===== config.mk =====
export PLATFORM = sky130hd
export DESIGN_NAME = crsf_rc_frame_receiver
export DESIGN_NICKNAME = d
export VERILOG_FILES = /design/src/design/crsf_pkg.sv /design/src/design/crsf_dp.sv /design/src/design/crsf_ctrl.sv /design/src/design/crsf_rc_frame_receiver.sv
export SDC_FILE = /design/constraint.sdc
export NUM_CORES = 1
export LEC_CHECK = 0
export ABC_CLOCK_PERIOD_IN_PS = 20200
export BUFFER_PORTS_ARGS = -buffer_cell sky130_fd_sc_hd__buf_2
export CAP_MARGIN = 10
export CORE_MARGIN = 8
export CORE_UTILIZATION = 66
export DETAILED_ROUTE_END_ITERATION = 10
export HOLD_SLACK_MARGIN = 0.03
export PLACE_DENSITY = 0.89
export SKIP_LAST_GASP = 1
export SLEW_MARGIN = 5
export SYNTH_ARGS = -nofsm -noshare
export SYNTH_HDL_FRONTEND = slang
export SYNTH_SLANG_ARGS = --single-unit

===== constraint.sdc =====
create_clock -name clk -period 20.2 [get_ports clk]
set_input_delay 3.03 -clock clk [delete_from_list [all_inputs] [get_ports clk]]
set_output_delay 3.03 -clock clk [all_outputs]
set_load 0.01 [all_outputs]

===== src/design/crsf_pkg.sv =====
// Shared constants, codes and types for the CRSF RC-channels frame receiver.
// Used by crsf_ctrl, crsf_dp and crsf_rc_frame_receiver. No dependencies.
package crsf_pkg;

	// Frame layout
	localparam int unsigned FRAME_LEN     = 24;
	localparam int unsigned PAYLOAD_BYTES = 22;
	localparam int unsigned NUM_CHANNELS  = 16;
	localparam int unsigned CHAN_W        = 11;
	localparam int unsigned PAYLOAD_W     = PAYLOAD_BYTES * 8;

	localparam logic [7:0] FRAME_LEN_BYTE = 8'(FRAME_LEN);
	localparam logic [7:0] CRC_POLY       = 8'hD5;
	localparam logic [7:0] SYNC_RESET     = 8'hC8;

	// Body byte counter: 0..FRAME_LEN-1
	localparam logic [4:0] BODY_LAST_CNT = 5'(FRAME_LEN - 1);
	localparam logic [3:0] CH_LAST       = 4'(NUM_CHANNELS - 1);

	// Result status codes
	localparam logic [1:0] STATUS_CHAN    = 2'd0;
	localparam logic [1:0] STATUS_BAD_LEN = 2'd1;
	localparam logic [1:0] STATUS_BAD_CRC = 2'd2;

	// Controller to datapath commands
	typedef struct packed {
		logic       sync_we;
		logic       crc_clear;
		logic       crc_upd;
		logic       pay_in;
		logic       pay_next;
		logic       out_load;
		logic       out_chan;
		logic [1:0] out_status;
		logic [3:0] out_index;
		logic       out_last;
	} dp_cmd_t;

	// Datapath to controller status
	typedef struct packed {
		logic sync_hit;
		logic len_ok;
		logic crc_ok;
		logic out_free;
	} dp_sts_t;

	// One CRC-8 byte update, MSB first, no reflection
	function automatic logic [7:0] crc8_step(input logic [7:0] crc, input logic [7:0] b);
		logic [7:0] c;
		c = crc ^ b;
		for (int i = 0; i < 8; i++) begin
			if (c[7]) begin
				c = {c[6:0], 1'b0} ^ CRC_POLY;
			end else begin
				c = {c[6:0], 1'b0};
			end
		end
		return c;
	endfunction

endpackage


===== src/design/crsf_dp.sv =====
// Datapath of the CRSF frame receiver: sync register, running CRC, payload
// shift line and the result output register. Depends on crsf_pkg.
module crsf_dp
	import crsf_pkg::*;
(
	input  logic                 clk,
	input  logic                 arst_n,
	input  dp_cmd_t              cmd,
	output dp_sts_t              sts,
	input  logic [7:0]           cfg_wdata,
	input  logic [7:0]           rx_byte,
	input  logic                 out_stall,
	output logic                 out_valid,
	output logic [1:0]           status,
	output logic [3:0]           channel_index,
	output logic [CHAN_W-1:0]    channel_value,
	output logic                 last
);

	logic [7:0]           sync_q;
	logic [7:0]           crc_q;
	logic [PAYLOAD_W-1:0] pay_q;
	logic                 out_valid_q;
	logic [1:0]           status_q;
	logic [3:0]           index_q;
	logic [CHAN_W-1:0]    value_q;
	logic                 last_q;

	// Status back to the controller
	assign sts.sync_hit = (rx_byte == sync_q);
	assign sts.len_ok   = (rx_byte == FRAME_LEN_BYTE);
	assign sts.crc_ok   = (rx_byte == crc_q);
	assign sts.out_free = !out_valid_q || !out_stall;

	// Sync address register
	always_ff @(posedge clk or negedge arst_n) begin
		if (!arst_n) begin
			sync_q <= SYNC_RESET;
		end else if (cmd.sync_we) begin
			sync_q <= cfg_wdata;
		end
	end

	// Running CRC over type and payload bytes
	always_ff @(posedge clk or negedge arst_n) begin
		if (!arst_n) begin
			crc_q <= '0;
		end else if (cmd.crc_clear) begin
			crc_q <= '0;
		end else if (cmd.crc_upd) begin
			crc_q <= crc8_step(crc_q, rx_byte);
		end
	end

	// Payload shift line: bytes enter at the top, channels leave at the bottom
	always_ff @(posedge clk) begin
		if (cmd.pay_in) begin
			pay_q <= {rx_byte, pay_q[PAYLOAD_W-1:8]};
		end else if (cmd.pay_next) begin
			pay_q <= pay_q >> CHAN_W;
		end
	end

	// Output register valid
	always_ff @(posedge clk or negedge arst_n) begin
		if (!arst_n) begin
			out_valid_q <= 1'b0;
		end else if (cmd.out_load) begin
			out_valid_q <= 1'b1;
		end else if (!out_stall) begin
			out_valid_q <= 1'b0;
		end
	end

	// Output register payload
	always_ff @(posedge clk) begin
		if (cmd.out_load) begin
			status_q <= cmd.out_status;
			index_q  <= cmd.out_index;
			value_q  <= cmd.out_chan ? pay_q[CHAN_W-1:0] : '0;
			last_q   <= cmd.out_last;
		end
	end

	assign out_valid     = out_valid_q;
	assign status        = status_q;
	assign channel_index = index_q;
	assign channel_value = value_q;
	assign last          = last_q;

endmodule


===== src/design/crsf_ctrl.sv =====
// Controller of the CRSF frame receiver: frame phase, body byte count and
// channel emit sequencing. Depends on crsf_pkg.
module crsf_ctrl
	import crsf_pkg::*;
(
	input  logic    clk,
	input  logic    arst_n,
	input  logic    in_valid,
	output logic    in_stall,
	input  logic    cfg_we,
	input  dp_sts_t sts,
	output dp_cmd_t cmd
);

	localparam logic [1:0] ST_HUNT = 2'd0;
	localparam logic [1:0] ST_LEN  = 2'd1;
	localparam logic [1:0] ST_BODY = 2'd2;
	localparam logic [1:0] ST_EMIT = 2'd3;

	logic [1:0] state_q, state_d;
	logic [4:0] cnt_q, cnt_d;
	logic [3:0] ch_q, ch_d;
	logic       in_acc;

	// No input while emitting channels or while the output slot stays full
	assign in_stall = (state_q == ST_EMIT) || !sts.out_free;
	assign in_acc   = in_valid && !in_stall;

	// Next state and commands
	always_comb begin
		state_d        = state_q;
		cnt_d          = cnt_q;
		ch_d           = ch_q;
		cmd            = '0;
		cmd.sync_we    = cfg_we;
		cmd.out_status = STATUS_CHAN;
		unique case (state_q)
			ST_HUNT: begin
				if (in_acc && sts.sync_hit) begin
					state_d = ST_LEN;
				end
			end
			ST_LEN: begin
				if (in_acc) begin
					if (sts.len_ok) begin
						state_d       = ST_BODY;
						cnt_d         = '0;
						cmd.crc_clear = 1'b1;
					end else begin
						state_d        = ST_HUNT;
						cmd.out_load   = 1'b1;
						cmd.out_status = STATUS_BAD_LEN;
						cmd.out_last   = 1'b1;
					end
				end
			end
			ST_BODY: begin
				if (in_acc) begin
					if (cnt_q != BODY_LAST_CNT) begin
						// type byte and payload feed the CRC; payload also the store
						cmd.crc_upd = 1'b1;
						cmd.pay_in  = (cnt_q != '0);
						cnt_d       = cnt_q + 5'd1;
					end else begin
						cnt_d = '0;
						if (sts.crc_ok) begin
							state_d = ST_EMIT;
							ch_d    = '0;
						end else begin
							state_d        = ST_HUNT;
							cmd.out_load   = 1'b1;
							cmd.out_status = STATUS_BAD_CRC;
							cmd.out_last   = 1'b1;
						end
					end
				end
			end
			ST_EMIT: begin
				// one channel item per free output slot
				if (sts.out_free) begin
					cmd.out_load  = 1'b1;
					cmd.out_chan  = 1'b1;
					cmd.out_index = ch_q;
					cmd.out_last  = (ch_q == CH_LAST);
					cmd.pay_next  = 1'b1;
					if (ch_q == CH_LAST) begin
						state_d = ST_HUNT;
					end else begin
						ch_d = ch_q + 4'd1;
					end
				end
			end
			default: begin
				state_d = ST_HUNT;
			end
		endcase
	end

	// State registers
	always_ff @(posedge clk or negedge arst_n) begin
		if (!arst_n) begin
			state_q <= ST_HUNT;
			cnt_q   <= '0;
			ch_q    <= '0;
		end else begin
			state_q <= state_d;
			cnt_q   <= cnt_d;
			ch_q    <= ch_d;
		end
	end

endmodule


===== src/design/crsf_rc_frame_receiver.sv =====
// Top level of the CRSF RC-channels frame receiver.
// Instantiates crsf_ctrl and crsf_dp; depends on crsf_pkg.

// Takes one received byte per cycle while hunting and collecting a frame,
// unless in_stall is high; every byte that completes nothing is absorbed. A
// frame is sync byte (sync_address, reset 0xC8), length byte 24, type byte,
// 22 payload bytes and a CRC-8 (poly 0xD5, init 0) over type and payload. A
// wrong length gives one bad-length item, a CRC mismatch one bad-CRC item; a
// good frame gives 16 channel items, one per cycle of free output slot, and
// in_stall stays high while they are emitted since the channels are shifted
// out of the payload register one at a time. A result waits in one output
// register; in_stall is also high while it is full and out_stall is high.
module crsf_rc_frame_receiver
	import crsf_pkg::*;
(
	input  logic              clk,
	input  logic              arst_n,
	input  logic              cfg_we,
	input  logic [7:0]        cfg_wdata,
	input  logic              in_valid,
	output logic              in_stall,
	input  logic [7:0]        rx_byte,
	output logic              out_valid,
	input  logic              out_stall,
	output logic [1:0]        status,
	output logic [3:0]        channel_index,
	output logic [CHAN_W-1:0] channel_value,
	output logic              last
);

	dp_cmd_t cmd;
	dp_sts_t sts;

	// Frame controller
	crsf_ctrl u_ctrl (
		.clk      (clk),
		.arst_n   (arst_n),
		.in_valid (in_valid),
		.in_stall (in_stall),
		.cfg_we   (cfg_we),
		.sts      (sts),
		.cmd      (cmd)
	);

	// CRC, payload and output datapath
	crsf_dp u_dp (
		.clk           (clk),
		.arst_n        (arst_n),
		.cmd           (cmd),
		.sts           (sts),
		.cfg_wdata     (cfg_wdata),
		.rx_byte       (rx_byte),
		.out_stall     (out_stall),
		.out_valid     (out_valid),
		.status        (status),
		.channel_index (channel_index),
		.channel_value (channel_value),
		.last          (last)
	);

endmodule


==> results.yml, run 1 <==
flow_run:
  drv_cap: 0
yosys:
  yosys.cell_types.count: 52
  synth_edf_count: 194
  syn-instance-count: 599
  synth_top_cells_by_area: "edfxtp_1, mux2_2, dfrtp_1, xnor2_1, and2_1"
  synth_most_common_cell: "edfxtp_1"
  syn_avg_cell_area_um2: 16.5
  yosys_warnings: 0
  syn_area_mm2: 0.00989
  syn_nets: 627
  synth_commonest_cells: "edfxtp_1, mux2_2, and2_1"
  synth_top_area_frac: 0.589
  yosysTopAreaCell: "edfxtp_1"
  synth.ff_latch_count: 222
  synth_flop_cell: "edfxtp_1"
  synth-async-reset-ratio: 0.126
  ys_seq_area_frac: 0.660
timing:
  fin_tns_setup_ns: 0
  tightest_slew_ns: 1.16
  hold_viol: 0
  relSlewSlack: 0.228
  slew_violations: 0
  max_freq_mhz: 152
  fin_crit_sh: 0.326
  setup_viol: 0
  min_period_ns: 6.58
  grt_setup_unrepaired: "no"
  clock_skew_ns: 0.0203
routing:
  drtPass1Iterations: 4
  drt-total-wl_um: 15800
  route.detailed.drc: 0
  first_iter_violations: 368
  wire_per_inst_um: 18.7
  vias: 5054
  viasPerCell: 5.98
  detail-route-antenna-nets: 0
die:
  core_mm2: 0.0146
  die_x_um: 138
  io-pin-count: 41
  die_area_mm2: 0.0192
  die_h_um: 138
  rows: 44
  initial_core_util: 0.678
clock_network:
  post-cts-setup-buffer-count: 0
  ctsHoldBuffers: 0
  clock_latency_ns: 0.51
  cts_buffers: 23
  cts_num_sinks: 222
  cts_tree: "yes"
  path_clk_slew_ns: 0.06
  htree_levels: 1
  root_buffer: "clkbuf_16"
  cts_max_path_buffers: 3
  post_cts_resize_count: 0
setup_path:
  crit_required_ns: 17.17
  crit_type: "in2out"
  startpoint_type: "input port"
  worstPathArrival_ns: 3.55
  cp_max_fo: 8
  crit_path_end_kind: "output pin"
place:
  portBuffers: 40
  place.detailed.hpwl_um: 9750
  gp_congestion: 0.878
layout:
  area.sequential_mm2: 0.00653
  syn2layout_area_growth_pct: 11.1
  drive_gt1_frac: 0.402
  multi_input_area_mm2: 0.00323
  num_antenna_cells: 0
  nets: 672
  fillers: 789
global_route:
  antenna_found_initial: 0
  gr-usage-all-layers: 0.163
  gr-total-overflow: 0
  grt_pass1_vias: 5258
  grt_pass1_wl_um: 26200
  grt_max_degree: 96
pwr:
  power-per-cell-area_mw_per_mm2: 95.1
  p_leak_nw: 3.74
  ir_drop_v: 0.0000691
  p_total_mw: 1.04
min_path:
  worstHoldPathType: "reg2reg"
run_status:
  status: "finished, final reports clean"
==> worst max-delay path, cell delays in order <==
cell	delay (ns)
buf_2	0.10
nand2_1	0.19
nand2b_1	0.08
buf_2	0.15
==> metrics by stage <==
| stage | setup slack, ns | cell area (um^2) | util | instances | hold slack [ns] |
|---|---|---|---|---|---|
| global placement | 13.65 | 10200 | 0.702 | 803 | 0.491 |
| CTS | 13.62 | 11000 | 0.753 | 845 | 0.518 |
| global route | 13.57 | 11000 | 0.753 | 845 | 0.531 |
| floorplan | 11.18 | 9890 | - | 599 | 0.470 |
| finish | 13.62 | 11000 | 0.753 | 845 | 0.512 |
| detailed placement | 13.63 | 10200 | 0.702 | 803 | 0.504 |
==> kinds of logic after synthesis <==
logic type / after synthesis / synth area share
AO/OA/AOI/OAI: 41 / 0.0263
buffers and inverters: 31 / 0.0148
adder cells (fa/ha/maj): 7 / 0.00885
AND/OR/NAND/NOR: 92 / 0.0555
flip-flops: 222 / 0.660
XOR/XNOR: 33 / 0.0377
multiplexers: 173 / 0.197
==> final cells by class <==
cell class	count	share of cell area
Sequential cell	222	0.594
Timing Repair Buffer	44	0.0210
Tap cell	184	0.0210
Inverter	7	0.00239
Clock inverter	11	0.00945
Multi-Input combinational cell	346	0.294
Clock buffer	31	0.0578
==> state kept, by name, summed over array words and instances, names as in the netlist <==
name / cells
u_ctrl.cnt_q: 5
u_dp.last: 1
u_ctrl.state_q: 2
u_ctrl.ch_q: 4
u_dp.status: 2
u_dp.channel_index: 4
u_dp.crc_q: 8
u_dp.sync_q: 8
u_dp.out_valid: 1
u_dp.pay_q: 176
u_dp.channel_value: 11
==> layout by cell type, fill, tap and decap left out, types with 5 or more instances in the layout <==
cell type / netlist / final
edfxtp_1: 194 / 194
mux2_2: 173 / 173
buf_2: 18 / 40
and2_1: 29 / 29
dfrtp_1: 25 / 25
xnor2_1: 24 / 24
clkbuf_16: 0 / 23
nand2_1: 16 / 16
o21ai_0: 16 / 16
nand3_1: 10 / 10
inv_1: 7 / 7
ha_1: 7 / 7
a21oi_1: 6 / 6
nor2_1: 5 / 5
clkbuf_1: 5 / 5
==> worst paths after layout <==
check / endpoint / cells after the start / start / slack (ns)
worst min register to register: u_dp.crc_q[6] / 2 / u_dp.crc_q[6] / 0.51
worst max register to register: u_dp.pay_q[97] / 7 / u_ctrl.state_q[0] / 16.15
worst min-delay path: u_dp.crc_q[6] / 2 / u_dp.crc_q[6] / 0.51
max in group asynchronous: u_dp.crc_q[5] / 1 / arst_n / 17.25
worst max-delay path: in_stall / 4 / out_stall / 13.62
min in group asynchronous: u_ctrl.cnt_q[1] / 1 / arst_n / 2.54
==> report_power, final <==
group / switching (mW) / internal [mW] / leakage, nW / total (mW)
Sequential: 0.0108 / 0.511 / 2.08 / 0.522
Clock: 0.165 / 0.246 / 0.366 / 0.411
Combinational: 0.0580 / 0.0542 / 1.29 / 0.112
Total: 0.234 / 0.811 / 3.74 / 1.04
==> layer usage <==
layer	GRT usage	vias to the layer above	routed length, um
met5	0	-	0
met4	0.0492	0	376
met3	0.0277	28	602
met2	0.289	126	8260
met1	0.199	2529	6550
li1	-	2371	-
Note: power is estimated with default switching activity, not from simulation.
==> run 2, diff against run 1 <==
Settings changed: ABC_CLOCK_PERIOD_IN_PS 20200 to 5400, CORE_UTILIZATION 66 to 56, PLACE_DENSITY 0.89 to 0.81.
Clock period 20.2 ns to 5.4 ns, I/O delays scaled along.
==> run 2 against run 1 <==
Effect of this change:
- wire length decreased by 1.4%
- combinational power grew to 3.7 times the previous value
- critical path type is now reg2reg
- clock power grew to 3.4 times the previous value
==> results.yml, run 2 (synthesis results as in run 1) <==
clock_network:
  htree_levels: 1
  path_clk_slew_ns: 0.06
  cts_tree: "yes"
  post-cts-setup-buffer-count: 0
  cts_max_path_buffers: 3
  root_buffer: "clkbuf_16"
  post_cts_resize_count: 0
  ctsHoldBuffers: 0
  cts_buffers: 23
  cts_num_sinks: 222
  clock_latency_ns: 0.49
setup_path:
  startpoint_type: "flop"
  cp_max_fo: 61
  crit_chain: "ha_1 > nor2b_1 > nand2_1 > nor3_4 > nand2b_4 > buf_4"
  crit_path_end_kind: "flop"
  cpPeakStageDelay_ns: 0.68
  worstPathArrival_ns: 3.24
  crit_required_ns: 5.54
  path_delay_family: "simple AND/OR/NAND/NOR gates"
  crit_type: "reg2reg"
  slowest_stage: "nand2b_4"
  critPathBufInv: 1
routing:
  viasPerCell: 5.63
  first_iter_violations: 287
  drtPass1Iterations: 5
  vias: 4985
  wire_per_inst_um: 17.6
  route.detailed.drc: 0
  drt-total-wl_um: 15600
  detail-route-antenna-nets: 0
pwr:
  p_leak_nw: 3.70
  ir_drop_v: 0.000274
  p_total_mw: 3.75
  power-per-cell-area_mw_per_mm2: 341
layout:
  nets: 674
  fillers: 1205
  largest_reg_flops: 176
  regMostFlops: "u_dp.pay_q"
  num_antenna_cells: 0
  most-common-layout-cells: "edfxtp_1, mux2_2, buf_2"
  drive_gt1_frac: 0.401
  final_common_cell: "edfxtp_1"
  syn2layout_area_growth_pct: 11.0
timing:
  clock_skew_ns: 0.00603
  setup_viol: 0
  grt_setup_unrepaired: "no"
  slew_violations: 0
  fin_tns_setup_ns: 0
  fin_crit_sh: 0.573
  relSlewSlack: 0.305
  min_period_ns: 3.09
  tightest_slew_ns: 1.04
  hold_viol: 0
  max_freq_mhz: 323
die:
  io-pin-count: 41
  core_mm2: 0.0173
  die_area_mm2: 0.0222
  rows: 48
  die_h_um: 149
  initial_core_util: 0.572
  die_x_um: 149
run_status:
  status: "finished, final reports clean"
global_route:
  gr-total-overflow: 0
  grt_pass1_wl_um: 25800
  grt_pass1_vias: 5139
  gr-usage-all-layers: 0.141
  grt_max_degree: 177
  antenna_found_initial: 0
place:
  gp_congestion: 0.880
  place.detailed.hpwl_um: 10100
  portBuffers: 40
flow_run:
  drv_cap: 0
min_path:
  worstHoldPathType: "in2async"
[run 2: cell types whose count changed in the layout (fill, tap and decap cells not counted), sizes merged]
cell	change
clkbuf	-1
bufinv	-2
inv	-1
clkinvlp	+2
buf	+2
[run 2: routing by layer]
metal,vias to the layer above,GRT usage,wire (um),part of all wire
met3,17,0.0255,445,0.029
met2,65,0.251,8260,0.53
met1,2519,0.172,6590,0.42
met5,-,0,0,0
li1,2384,-,-,-
met4,0,0.0379,268,0.017
[run 2: layout make-up]
class | instances | area [um^2] | area share
multi-input cells | 346 | 3230 | 0.294
clock buffers | 30 | 602 | 0.0548
inverters | 7 | 26.3 | 0.00239
well taps | 225 | 282 | 0.0256
flip-flops and latches | 222 | 6530 | 0.595
clock inverters | 10 | 51.3 | 0.00467
repair buffers | 46 | 258 | 0.0235
[run 2: path summary, 6_finish.rpt]
path	from	endpoint	slack [ns]	cells past startpoint
worst max-delay path	u_ctrl.state_q[0]	u_dp.pay_q[16]	2.31	6
worst min-delay path	arst_n	u_dp.out_valid	0.34	1
worst max register to register	u_ctrl.state_q[0]	u_dp.pay_q[16]	2.31	6
worst min register to register	u_dp.crc_q[1]	u_dp.crc_q[1]	0.51	2
max in group asynchronous	arst_n	u_dp.crc_q[0]	4.64	1
min in group clk	u_dp.crc_q[1]	u_dp.crc_q[1]	0.51	2
[run 2: metrics by stage]
stage | std cells | hold slack (ns) | util | cell area, um^2 | worst slack (ns)
2_1_floorplan | 599 | 0.470 | - | 9900 | 0.732
3_3_place_gp | 846 | 0.491 | 0.597 | 10300 | 2.24
3_5_place_dp | 846 | 0.501 | 0.597 | 10300 | 2.19
4_1_cts | 886 | 0.344 | 0.635 | 11000 | 2.28
5_1_grt | 886 | 0.385 | 0.635 | 11000 | 2.02
6_report | 886 | 0.339 | 0.635 | 11000 | 2.31
[run 2: where the power goes]
group | internal, mW | leakage (nW) | switching [mW]
registers | 1.91 | 2.08 | 0.0398
logic | 0.203 | 1.30 | 0.208
clock network | 0.783 | 0.316 | 0.603
==> run 3, diff against run 2 <==
Settings changed: ABC_AREA from default to 1, ABC_CLOCK_PERIOD_IN_PS 5400 to 2500.
Clock period 5.4 ns to 2.5 ns, I/O delays scaled along.
==> run 3 against run 2 <==
Effect of this change:
- total power is 120% higher
- critical path type unchanged
- combinational power is 82% higher
- sequential cell count stayed put
- critical path depth is 3 higher
- largest cell class unchanged
- first-iteration DRC count is 44% higher
- highest routed layer unchanged
- clock skew is 0.0028 ns higher
- utilization is 2.6 points higher
- hold slack worse by 0.26 ns
- final cell count is 40% higher
- synthesized area is 0.75% higher
- synthesized cell count is 58% higher
- worst setup slack worse by 2.1 ns
==> results.yml, run 3 <==
global_route:
  grt_max_degree: 121
  antenna_found_initial: 0
  gr-usage-all-layers: 0.153
  met3_usage: 0.0269
  grt_pass1_wl_um: 28300
  grt_pass1_vias: 6250
  grt.met2_usage: 0.269
  grt_busiest_layer: "met2"
  gr-total-overflow: 0
  use_met1: 0.191
yosys:
  yosys.cell_types.count: 34
  syn_area_mm2: 0.00997
  synth.ff_latch_count: 222
  synth_top_cells_by_area: "edfxtp_1, dfrtp_1, nand2_1, inv_1, o21ai_0"
  synth_edf_count: 194
  yosysTopAreaCell: "edfxtp_1"
  synth_top_area_frac: 0.584
  syn_nets: 974
  synth_most_common_cell: "edfxtp_1"
  syn-instance-count: 946
  synth_commonest_cells: "edfxtp_1, nand2_1, inv_1"
  synth-async-reset-ratio: 0.126
  yosys_warnings: 0
  synth_flop_cell: "edfxtp_1"
  ys_seq_area_frac: 0.655
  syn_avg_cell_area_um2: 10.5
setup_path:
  cp_max_fo: 57
  crit_required_ns: 2.75
  worstPathArrival_ns: 2.50
  cp_common_cell: "nor2_2"
  startpoint_type: "flop"
  path_delay_family: "simple AND/OR/NAND/NOR gates"
  cpPeakStageDelay_ns: 0.37
  critPathBufInv: 2
  slowest_stage: "dfrtp_1"
  crit_chain: "ha_2 > nand2_2 > nor3_1 > nor2_2 > inv_1 > nor2_2 > o21ai_4 > buf_12 > mux2_2"
  crit_type: "reg2reg"
  crit_path_end_kind: "flop"
clock_network:
  clock_latency_ns: 0.50
  cts_buffers: 24
  cts_num_sinks: 222
  path_clk_slew_ns: 0.06
  cts_max_path_buffers: 3
  htree_levels: 1
  cts_tree: "yes"
  post-cts-setup-buffer-count: 0
  root_buffer: "clkbuf_16"
  ctsHoldBuffers: 1
  post_cts_resize_count: 0
die:
  rows: 48
  die_x_um: 149
  core_mm2: 0.0174
  io-pin-count: 41
  die_h_um: 149
  initial_core_util: 0.574
  die_area_mm2: 0.0223
timing:
  setup_viol: 0
  relSlewSlack: 0.542
  hold_ws_ns: 0.0769
  fin_crit_sh: 0.899
  tightest_slew_ns: 0.686
  min_period_ns: 2.25
  slew_violations: 0
  fin_tns_setup_ns: 0
  grt_setup_unrepaired: "no"
  clock_skew_ns: 0.00879
  max_freq_mhz: 445
  hold_viol: 0
layout:
  fin_util: 0.661
  drive_gt1_frac: 0.136
  final_common_cell: "edfxtp_1"
  fillers: 1237
  instances_no_fill: 1241
  nets: 1026
  syn2layout_area_growth_pct: 15.0
  num_antenna_cells: 0
  regMostFlops: "u_dp.pay_q"
  most-common-layout-cells: "edfxtp_1, nand2_1, inv_1"
  largest_reg_flops: 176
routing:
  wire_per_inst_um: 13.6
  drtPass1Iterations: 5
  viasPerCell: 5.17
  detail-route-antenna-nets: 0
  drt-total-wl_um: 16900
  route.detailed.drc: 0
  first_iter_violations: 412
  vias: 6414
min_path:
  worstHoldPathType: "in2reg"
pwr:
  power-per-cell-area_mw_per_mm2: 732
  p_total_mw: 8.39
  p_leak_nw: 4.94
  ir_drop_v: 0.000577
place:
  place.detailed.hpwl_um: 11400
  portBuffers: 40
  gp_congestion: 0.869
  dp_cells: 1196
flow_run:
  drv_cap: 0
run_status:
  status: "finished, final reports clean"
run 3: final cells by class:
class / instances / area [um^2] / area share
Clock buffer: 32 / 672 / 0.0586
Clock inverter: 12 / 114 / 0.00993
Inverter: 135 / 507 / 0.0442
Multi-Input combinational cell: 549 / 2820 / 0.246
Sequential cell: 222 / 6530 / 0.569
Tap cell: 225 / 282 / 0.0246
Timing Repair Buffer: 66 / 548 / 0.0478
run 3: per-stage QoR:
stage               worst slack [ns]  area, um^2
floorplan                   0.000926       10000
global placement               0.303       10700
detailed placement             0.244       10700
CTS                            0.258       11500
global route                  0.0845       11500
finish                         0.251       11500
run 3: logic make-up (layout without fill, tap and decap cells):
kind of cell               Yosys count  after routing  synth area share
and+or+nand+nor                    314            314             0.127
DFF                                222            222             0.655
AOI/OAI and AO/OA                  191            191            0.0966
buffers and inverters              175            245            0.0688
xor gates and xnor gates            28             28            0.0336
muxes                                9              9            0.0102
adders and majority gates            7              7           0.00879
run 3: final timing paths:
path	cells past startpoint	slack, ns	to	start
worst max-delay path	9	0.25	u_dp.pay_q[3]	u_ctrl.cnt_q[0]
worst min-delay path	3	0.08	u_dp.sync_q[1]	cfg_wdata[1]
worst max register to register	9	0.25	u_dp.pay_q[3]	u_ctrl.cnt_q[0]
worst min register to register	2	0.52	u_dp.sync_q[3]	u_dp.sync_q[3]
max in group asynchronous	2	1.62	u_dp.crc_q[6]	arst_n
min in group asynchronous	2	0.45	u_ctrl.ch_q[0]	arst_n
run 3: routing by layer:
metal	vias to the layer above	part of all wire	wire [um]
met3	29	0.047	795
met2	125	0.51	8580
met5	-	0	0
met4	0	0.019	314
li1	3248	-	-
met1	3012	0.43	7230
run 3: worst register-to-register path, cell delays in order (launching register included):
cell and delay, ns:
dfrtp_1 0.37, ha_2 0.20, nand2_2 0.06, nor3_1 0.27, nor2_2 0.11, inv_1 0.10, nor2_2 0.06, o21ai_4 0.17
buf_12 0.28, mux2_2 0.37
run 3: where the power goes:
part	internal, mW	switching [mW]
sequential	4.12	0.0555
clock	2.10	1.37
combinational	0.275	0.475
total	6.49	1.90
